$ cat config.mk
export PLATFORM = sky130hd
export DESIGN_NAME = pwm_prescale_period_solver_top
export DESIGN_NICKNAME = d
export VERILOG_FILES = /design/src/rtl/core/pwmps_pkg.sv /design/src/rtl/core/pwmps_div.sv /design/src/rtl/core/pwm_prescale_period_solver_top.sv
export SDC_FILE = /design/constraint.sdc
export NUM_CORES = 2
export LEC_CHECK = 0
export ABC_AREA = 0
export BUFFER_PORTS_ARGS = -buffer_cell sky130_fd_sc_hd__buf_2
export CAP_MARGIN = 10
export CORE_MARGIN = 3
export CORE_UTILIZATION = 30
export CTS_CLUSTER_SIZE = 10
export DETAILED_ROUTE_END_ITERATION = 10
export SLEW_MARGIN = 25
export SYNTH_ARGS = -nofsm -noshare
export SYNTH_HDL_FRONTEND = slang
export SYNTH_HIERARCHICAL = 1
export SYNTH_SLANG_ARGS = --single-unit
$ cat constraint.sdc
create_clock -name clk -period 18.82 [get_ports clk]
set_input_delay 0.941 -clock clk [delete_from_list [all_inputs] [get_ports clk]]
set_output_delay 0.941 -clock clk [all_outputs]
set_load 0.05 [all_outputs]
$ cat src/rtl/core/pwmps_pkg.sv
`timescale 1ns / 1ps

package pwmps_pkg;

	// Datapath widths
	localparam int DIV_W = 30;
	localparam int CLK_W = 27;

	// Prescaler search limits
	localparam int MAX_PRESCALE = 256;
	localparam int MAX_LOG2     = $clog2(MAX_PRESCALE + 1) - 1;
	localparam int COUNT_LIMIT  = 65535;

	// Fixed constants
	localparam logic [DIV_W-1:0] NS_PER_S        = 30'd1000000000;
	localparam logic [CLK_W-1:0] CLOCK_HZ_RESET  = 27'd24000000;
	localparam logic [9:0]       NS_PER_US       = 10'd1000;
	localparam logic [9:0]       DUTY_MAX        = 10'd1000;
	localparam logic [19:0]      HIGH_MAX_US     = 20'd5000;
	localparam logic [19:0]      HIGH_MAX_CH4_US = 20'd2500;
	localparam logic [8:0]       PIN_FIRST       = 9'd267;
	localparam logic [8:0]       PIN_LAST        = 9'd270;
	localparam logic [8:0]       PIN_BASE        = 9'd266;
	localparam logic [2:0]       CHAN_NONE       = 3'd0;
	localparam logic [2:0]       CHAN_FIXED      = 3'd4;

	// Reciprocal of 1000 scaled by 2^40, exact for dividends below 2^30
	localparam int               KILO_SHIFT      = 40;
	localparam logic [30:0]      KILO_RECIP      = 31'd1099511628;

	typedef enum logic [2:0] {
		STAT_OK        = 3'd0,
		STAT_BAD_PIN   = 3'd1,
		STAT_BAD_FREQ  = 3'd2,
		STAT_BAD_DUTY  = 3'd3,
		STAT_HIGH_LONG = 3'd4,
		STAT_NO_FIT    = 3'd5
	} status_t;

	typedef enum logic [3:0] {
		S_IDLE,
		S_CHECK,
		S_TICK,
		S_PER,
		S_KILO,
		S_DUTY,
		S_QP,
		S_QA,
		S_SEARCH,
		S_DONE
	} state_t;

	typedef struct packed {
		logic             start;
		logic [DIV_W-1:0] dividend;
		logic [DIV_W-1:0] divisor;
	} div_req_t;

	typedef struct packed {
		logic             busy;
		logic             done;
		logic [DIV_W-1:0] quotient;
	} div_rsp_t;

endpackage

$ cat src/rtl/core/pwmps_div.sv
`timescale 1ns / 1ps

// Restoring divider, one quotient bit per cycle.
module pwmps_div (
	input  logic                 clk,
	input  logic                 arst_n,
	input  pwmps_pkg::div_req_t  req,
	output pwmps_pkg::div_rsp_t  rsp
);

	localparam int DW    = pwmps_pkg::DIV_W;
	localparam int CNT_W = $clog2(DW);

	logic             busy_q;
	logic             done_q;
	logic [CNT_W-1:0] cnt_q;
	logic [DW-1:0]    rem_q;
	logic [DW-1:0]    quo_q;
	logic [DW-1:0]    dsr_q;

	logic [DW:0]      trial;
	logic [DW:0]      diff;
	logic             fits;

	// Trial subtract of the shifted remainder
	assign trial = {rem_q, quo_q[DW-1]};
	assign diff  = trial - {1'b0, dsr_q};
	assign fits  = trial >= {1'b0, dsr_q};

	// Sequence control
	always_ff @(posedge clk or negedge arst_n) begin
		if (!arst_n) begin
			busy_q <= 1'b0;
			done_q <= 1'b0;
			cnt_q  <= '0;
		end else begin
			done_q <= 1'b0;
			if (req.start && !busy_q) begin
				busy_q <= 1'b1;
				cnt_q  <= '0;
			end else if (busy_q) begin
				cnt_q <= cnt_q + 1'b1;
				if (cnt_q == CNT_W'(DW - 1)) begin
					busy_q <= 1'b0;
					done_q <= 1'b1;
				end
			end
		end
	end

	// Remainder and quotient shift
	always_ff @(posedge clk) begin
		if (req.start && !busy_q) begin
			rem_q <= '0;
			quo_q <= req.dividend;
			dsr_q <= req.divisor;
		end else if (busy_q) begin
			rem_q <= fits ? diff[DW-1:0] : trial[DW-1:0];
			quo_q <= {quo_q[DW-2:0], fits};
		end
	end

	assign rsp.busy     = busy_q;
	assign rsp.done     = done_q;
	assign rsp.quotient = quo_q;

endmodule

$ cat src/rtl/core/pwm_prescale_period_solver_top.sv
`timescale 1ns / 1ps

// Channel   Signals                              Carries
// s         s_tvalid s_tready s_tdata s_tuser    one request
// m         m_tvalid m_tready m_tdata m_tuser    one result per request
// cfg       cfg_valid cfg_ready cfg_data         clock_hz register write
//
// A request that fails a check goes from the check straight to the result;
// otherwise it runs its divisions one after another on the shared restoring
// divider: time mode runs three, frequency mode four plus two multiply steps;
// the prescaler search, skipped on the fixed channel, adds one step per prescaler tried.
// s_tready is high only when idle.
// A finished result waits in the output register while m_tready is low.
// Reset is asynchronous, active low; clock_hz returns to 24000000.
module pwm_prescale_period_solver_top (
	input  logic        clk,
	input  logic        arst_n,
	input  logic        s_tvalid,
	output logic        s_tready,
	// pin_number[8:0], frequency_hz[28:9], duty_permille[38:29],
	// high_time_us[58:39], period_time_us[78:59], zero pad[79]
	input  logic [79:0] s_tdata,
	// operation[0]
	input  logic [0:0]  s_tuser,
	output logic        m_tvalid,
	input  logic        m_tready,
	// channel[2:0], prescale_log2[6:3], period_count[22:7],
	// active_count[38:23], zero pad[39]
	output logic [39:0] m_tdata,
	// status[2:0]
	output logic [2:0]  m_tuser,
	input  logic        cfg_valid,
	output logic        cfg_ready,
	input  logic [26:0] cfg_data
);

	localparam int DW = pwmps_pkg::DIV_W;

	pwmps_pkg::state_t   state_q, state_d;
	pwmps_pkg::status_t  status_q, check_status;
	pwmps_pkg::div_req_t div_req;
	pwmps_pkg::div_rsp_t div_rsp;

	logic [26:0] clock_hz_q;
	logic [26:0] clk_eff;

	logic        op_q;
	logic [8:0]  pin_q;
	logic [19:0] freq_q;
	logic [9:0]  duty_q;
	logic [19:0] high_q;
	logic [19:0] per_us_q;

	logic [2:0]    ch_q;
	logic [DW-1:0] tick_q;
	logic [DW-1:0] per_ns_q;
	logic [DW-1:0] act_q;
	logic [DW-1:0] qp_q;
	logic [DW-1:0] qa_q;
	logic [3:0]    lg_q;
	logic          launched_q;

	logic          m_tvalid_q;
	logic [2:0]    out_status_q;
	logic [2:0]    out_ch_q;
	logic [3:0]    out_lg_q;
	logic [15:0]   out_pc_q;
	logic [15:0]   out_ac_q;

	logic          pin_ok;
	logic [2:0]    ch_calc;
	logic [DW-1:0] freq_k;
	logic [60:0]   kilo_prod;
	logic          fit;
	logic          div_state;
	logic          s_xfer;
	logic          out_load;

	// Configuration register
	assign cfg_ready = 1'b1;

	always_ff @(posedge clk or negedge arst_n) begin
		if (!arst_n) begin
			clock_hz_q <= pwmps_pkg::CLOCK_HZ_RESET;
		end else if (cfg_valid) begin
			clock_hz_q <= cfg_data;
		end
	end

	assign clk_eff = (clock_hz_q == '0) ? 27'd1 : clock_hz_q;

	// Request checks, in priority order
	assign pin_ok  = (pin_q >= pwmps_pkg::PIN_FIRST) && (pin_q <= pwmps_pkg::PIN_LAST);
	assign ch_calc = 3'(pin_q - pwmps_pkg::PIN_BASE);
	assign freq_k  = DW'(freq_q) * DW'(pwmps_pkg::NS_PER_US);

	always_comb begin
		check_status = pwmps_pkg::STAT_OK;
		if (!pin_ok) begin
			check_status = pwmps_pkg::STAT_BAD_PIN;
		end else if (!op_q) begin
			if (freq_k > DW'(clk_eff)) begin
				check_status = pwmps_pkg::STAT_BAD_FREQ;
			end else if (duty_q > pwmps_pkg::DUTY_MAX) begin
				check_status = pwmps_pkg::STAT_BAD_DUTY;
			end else if (freq_q == '0) begin
				check_status = pwmps_pkg::STAT_BAD_FREQ;
			end
		end else begin
			if (high_q > pwmps_pkg::HIGH_MAX_US) begin
				check_status = pwmps_pkg::STAT_HIGH_LONG;
			end else if (ch_calc == pwmps_pkg::CHAN_FIXED &&
			             high_q > pwmps_pkg::HIGH_MAX_CH4_US) begin
				check_status = pwmps_pkg::STAT_HIGH_LONG;
			end
		end
	end

	// Period in microseconds by reciprocal multiply
	assign kilo_prod = 61'(per_ns_q) * 61'(pwmps_pkg::KILO_RECIP);

	// Both counts fit at the current prescaler
	assign fit = (qp_q <= DW'(pwmps_pkg::COUNT_LIMIT)) && (qa_q <= DW'(pwmps_pkg::COUNT_LIMIT));

	assign s_xfer   = s_tvalid && s_tready;
	assign out_load = (state_q == pwmps_pkg::S_DONE) && (!m_tvalid_q || m_tready);

	// State register
	always_ff @(posedge clk or negedge arst_n) begin
		if (!arst_n) begin
			state_q <= pwmps_pkg::S_IDLE;
		end else begin
			state_q <= state_d;
		end
	end

	// Next state and divider operands
	always_comb begin
		state_d          = state_q;
		s_tready         = 1'b0;
		div_state        = 1'b0;
		div_req.dividend = '0;
		div_req.divisor  = '0;
		case (state_q)
			pwmps_pkg::S_IDLE: begin
				s_tready = 1'b1;
				if (s_tvalid) begin
					state_d = pwmps_pkg::S_CHECK;
				end
			end
			pwmps_pkg::S_CHECK: begin
				state_d = (check_status == pwmps_pkg::STAT_OK) ?
				          pwmps_pkg::S_TICK : pwmps_pkg::S_DONE;
			end
			pwmps_pkg::S_TICK: begin
				div_state        = 1'b1;
				div_req.dividend = pwmps_pkg::NS_PER_S;
				div_req.divisor  = DW'(clk_eff);
				if (div_rsp.done) begin
					state_d = op_q ? pwmps_pkg::S_QP : pwmps_pkg::S_PER;
				end
			end
			pwmps_pkg::S_PER: begin
				div_state        = 1'b1;
				div_req.dividend = pwmps_pkg::NS_PER_S;
				div_req.divisor  = DW'(freq_q);
				if (div_rsp.done) begin
					state_d = pwmps_pkg::S_KILO;
				end
			end
			pwmps_pkg::S_KILO: begin
				state_d = pwmps_pkg::S_DUTY;
			end
			pwmps_pkg::S_DUTY: begin
				state_d = pwmps_pkg::S_QP;
			end
			pwmps_pkg::S_QP: begin
				div_state        = 1'b1;
				div_req.dividend = per_ns_q;
				div_req.divisor  = tick_q;
				if (div_rsp.done) begin
					state_d = pwmps_pkg::S_QA;
				end
			end
			pwmps_pkg::S_QA: begin
				div_state        = 1'b1;
				div_req.dividend = act_q;
				div_req.divisor  = tick_q;
				if (div_rsp.done) begin
					state_d = (ch_q == pwmps_pkg::CHAN_FIXED) ?
					          pwmps_pkg::S_DONE : pwmps_pkg::S_SEARCH;
				end
			end
			pwmps_pkg::S_SEARCH: begin
				if (fit || lg_q == 4'(pwmps_pkg::MAX_LOG2)) begin
					state_d = pwmps_pkg::S_DONE;
				end
			end
			pwmps_pkg::S_DONE: begin
				if (!m_tvalid_q || m_tready) begin
					state_d = pwmps_pkg::S_IDLE;
				end
			end
			default: begin
				state_d = pwmps_pkg::S_IDLE;
			end
		endcase
		div_req.start = div_state && !launched_q;
	end

	// Launch flag: one start per division state
	always_ff @(posedge clk or negedge arst_n) begin
		if (!arst_n) begin
			launched_q <= 1'b0;
		end else if (div_rsp.done) begin
			launched_q <= 1'b0;
		end else if (div_req.start) begin
			launched_q <= 1'b1;
		end
	end

	// Request capture and working registers
	always_ff @(posedge clk) begin
		if (s_xfer) begin
			op_q     <= s_tuser[0];
			pin_q    <= s_tdata[8:0];
			freq_q   <= s_tdata[28:9];
			duty_q   <= s_tdata[38:29];
			high_q   <= s_tdata[58:39];
			per_us_q <= s_tdata[78:59];
		end
		case (state_q)
			pwmps_pkg::S_CHECK: begin
				status_q <= check_status;
				ch_q     <= pin_ok ? ch_calc : pwmps_pkg::CHAN_NONE;
				lg_q     <= '0;
				per_ns_q <= DW'(per_us_q) * DW'(pwmps_pkg::NS_PER_US);
				act_q    <= DW'(high_q) * DW'(pwmps_pkg::NS_PER_US);
			end
			pwmps_pkg::S_TICK: begin
				if (div_rsp.done) begin
					tick_q <= div_rsp.quotient;
				end
			end
			pwmps_pkg::S_PER: begin
				if (div_rsp.done) begin
					per_ns_q <= div_rsp.quotient;
				end
			end
			pwmps_pkg::S_KILO: begin
				act_q <= DW'(kilo_prod[pwmps_pkg::KILO_SHIFT +: 20]);
			end
			pwmps_pkg::S_DUTY: begin
				act_q <= DW'(act_q[19:0]) * DW'(duty_q);
			end
			pwmps_pkg::S_QP: begin
				if (div_rsp.done) begin
					qp_q <= div_rsp.quotient;
				end
			end
			pwmps_pkg::S_QA: begin
				if (div_rsp.done) begin
					qa_q <= div_rsp.quotient;
				end
			end
			pwmps_pkg::S_SEARCH: begin
				// Advance one prescaler step while the counts do not fit: halve both counts, or flag no fit at the top step
				if (!fit) begin
					if (lg_q == 4'(pwmps_pkg::MAX_LOG2)) begin
						status_q <= pwmps_pkg::STAT_NO_FIT;
					end else begin
						qp_q <= qp_q >> 1;
						qa_q <= qa_q >> 1;
						lg_q <= lg_q + 1'b1;
					end
				end
			end
			default: begin
			end
		endcase
	end

	// Output register
	always_ff @(posedge clk or negedge arst_n) begin
		if (!arst_n) begin
			m_tvalid_q <= 1'b0;
		end else if (out_load) begin
			m_tvalid_q <= 1'b1;
		end else if (m_tready) begin
			m_tvalid_q <= 1'b0;
		end
	end

	always_ff @(posedge clk) begin
		if (out_load) begin
			out_status_q <= status_q;
			out_ch_q     <= ch_q;
			if (status_q == pwmps_pkg::STAT_OK) begin
				out_lg_q <= lg_q;
				out_pc_q <= qp_q[15:0];
				out_ac_q <= qa_q[15:0];
			end else begin
				out_lg_q <= '0;
				out_pc_q <= '0;
				out_ac_q <= '0;
			end
		end
	end

	assign m_tvalid = m_tvalid_q;
	assign m_tuser  = out_status_q;
	assign m_tdata  = {1'b0, out_ac_q, out_pc_q, out_lg_q, out_ch_q};

	pwmps_div u_div (
		.clk    (clk),
		.arst_n (arst_n),
		.req    (div_req),
		.rsp    (div_rsp)
	);

`ifndef SYNTH
	// Drop ready right after a request transfer
	assert property (@(posedge clk) disable iff (!arst_n)
		s_xfer |=> !s_tready)
		else $error("ready held after request transfer");

	// Error results carry zero prescaler and counts
	assert property (@(posedge clk) disable iff (!arst_n)
		(m_tvalid && m_tuser != pwmps_pkg::STAT_OK) |-> (m_tdata[38:3] == '0))
		else $error("error result with nonzero counts");

	// Channel zero goes with a bad pin and only with it
	assert property (@(posedge clk) disable iff (!arst_n)
		m_tvalid |-> ((m_tuser == pwmps_pkg::STAT_BAD_PIN) ==
		              (m_tdata[2:0] == pwmps_pkg::CHAN_NONE)))
		else $error("channel and bad pin status disagree");

	// Prescaler stays inside the search range
	assert property (@(posedge clk) disable iff (!arst_n)
		m_tvalid |-> (m_tdata[6:3] <= 4'(pwmps_pkg::MAX_LOG2)))
		else $error("prescaler beyond search range");

	// A divider answer only follows a launch
	assert property (@(posedge clk) disable iff (!arst_n)
		div_rsp.done |-> (launched_q && div_state))
		else $error("divider done without launch");

	// Launch only into an idle divider
	assert property (@(posedge clk) disable iff (!arst_n)
		div_req.start |-> !div_rsp.busy)
		else $error("divider launched while busy");
`endif

endmodule

==> impl_metrics.toml <==
[logic_synthesis]
syn_area_um2 = 48600
ys_warn_count = 6
synth_nets = 6165
syn_inst = 4718
syn_area_per_cell_um2 = 10.3

[global_route]
grtUsageTotal_pct = 15.3
grt_antenna_before_repair = 5
gr-total-overflow = 0
grt_pass1_wl_mm = 201
first_global_vias = 35900
grt_max_degree = 61

[floorplan]
pin_count = 159
die_w_um = 408
start_util_pct = 30.2
die_y_um = 408
core-area_um2 = 161000
num_rows = 147
die-area_um2 = 167000

[timing]
period_share_pct = 44.9
worst_pin_slew_ns = 1.01
max_freq_mhz = 118
hold_violations = 0
rsz0062_at_grt = "no"
finalSetupViolCount = 0
slew_violations = 0
skew_ns = 0.0476
finalSetupTns_ns = 0
fin_crit_ns = 8.45
slew_headroom_pct = 32.4

[critical_path]
critical_path_required_ns = 19.16
cp-end-kind = "register"
crit_type = "reg -> reg"
cp_max_fo = 12
r2r_cells = 22
arrival_ns = 8.80
startpoint_type = "register"

[clock_network]
clkSinkCount = 412
tritoncts = "yes"
cts-buffers-inserted = 50
cts_hold_buf = 0
clockBufferDepth = 3
cts-root-buf = "clkbuf_16"
clkLatencyLatePin_ns = 0.64
clkTransAtPathRegs_ns = 0.07
post_cts_buffers = 0
htree_levels = 2
post_cts_resized = 0

[route]
wl_mm = 127
drt_iter0_markers = 2482
via_count = 34000
wl_per_cell_um = 18.0
via_per_inst = 4.82
ant_nets = 0
firstDrtPassIters = 8
drcViolationCount = 0

[final_layout]
antenna_cells_inserted = 0
final_net_count = 6295
fill_cells = 16400
multiInputGateArea_um2 = 32600
syn_to_final_growth_pct = 10.0
drive_above_1_share_pct = 7.19
final-seq-area_um2 = 11900

[place]
gp_congestion = 0.900
port_buffers = 155
dp_hpwl_mm = 101

[flow_run]
cap_violations = 0

[hold_path]
hp-class = "in -> async"

[run_status]
outcome = "complete, no violations"
[registers in the layout, summed over array words and instances, names as in the netlist, 10 cells and up]
signal / cells
act_q: 30
per_ns_q: 30
qa_q: 30
qp_q: 30
tick_q: 30
u_div/dsr_q: 30
u_div/quo_q: 30
u_div/rem_q: 30
clock_hz_q: 27
freq_q: 20
high_q: 20
per_us_q: 20
out_ac_q: 16
out_pc_q: 16
duty_q: 10
[routing by layer]
layer / vias to the layer above / GRT usage (%) / part of all wire [%]
li1: 15800 / - / -
met1: 17000 / 20.5 / 43
met2: 944 / 25.4 / 47
met3: 194 / 2.98 / 7.1
met4: 2 / 3.72 / 2.7
met5: - / 0 / 0.010
[critical path, cell delays in order, from the launching register on]
cell and delay (ns):
edfxtp_1 0.78, ha_1 0.47, inv_1 0.05, fa_1 0.41
inv_1 0.09, fa_1 0.41, fa_1 0.53, fa_1 0.52
inv_1 0.05, fa_1 0.50, inv_1 0.06, fa_1 0.58
fa_1 0.43, ha_1 0.34, nand2_1 0.10, or3_1 0.43
or4_1 0.59, a311oi_1 0.80, or4b_1 0.32, a311oi_2 0.20
o21bai_2 0.24, xnor2_1 0.19, o21ai_1 0.09
[stage by stage]
stage	area, µm²	worst slack (ns)	instances	util [%]	hold slack (ns)
6_report	53500	10.37	7044	33.3	0.311
3_5_place_dp	52000	10.46	6956	32.3	0.478
5_1_grt	53500	10.11	7044	33.3	0.322
3_3_place_gp	52000	10.52	6956	32.3	0.472
4_1_cts	53400	10.37	7044	33.2	0.442
2_1_floorplan	48600	11.84	4718	-	0.426
[layout make-up]
cell class	count	share of cell area (%)
clock buffer	76	2.56
multi-input combinational	3210	61.0
sequential	412	22.2
timing repair buffer	201	2.10
clock inverter	12	0.199
inverter	973	6.83
tap	2160	5.06
[final timing paths]
path / from / endpoint / slack, ns
max: per_ns_q[18]$_DFFE_PP_ / act_q[15]$_DFFE_PP_ / 10.37
min: arst_n / clock_hz_q[1]$_DFFE_PN0P_ / 0.31
max reg2reg: per_ns_q[18]$_DFFE_PP_ / act_q[15]$_DFFE_PP_ / 10.37
min reg2reg: u_div/rem_q[1]$_SDFFE_PP0P_ / u_div/rem_q[1]$_SDFFE_PP0P_ / 0.48
max in group asynchronous: arst_n / u_div/cnt_q[4]$_DFFE_PN0P_ / 18.06
min in group clk: u_div/rem_q[1]$_SDFFE_PP0P_ / u_div/rem_q[1]$_SDFFE_PP0P_ / 0.48
[layout by cell type (no fill, tap or decap), types with 30 or more instances in the layout]
cell,count
inv_1,972
ha_1,705
fa_1,629
nand2_1,457
edfxtp_1,342
a21oi_1,174
o21ai_0,172
buf_2,154
and2_1,135
nor2_1,123
a21o_1,83
xnor2_1,73
clkbuf_16,51
nand3_1,49
xor2_1,47
buf_4,47
nor3_1,36
mux2i_1,36
mux2_2,35
dfrtp_1,30
dfxtp_1,30
Power is left out: the tool's default activity adds up to more than one toggle a clock period on the data nets, which glitch-free logic cannot reach.
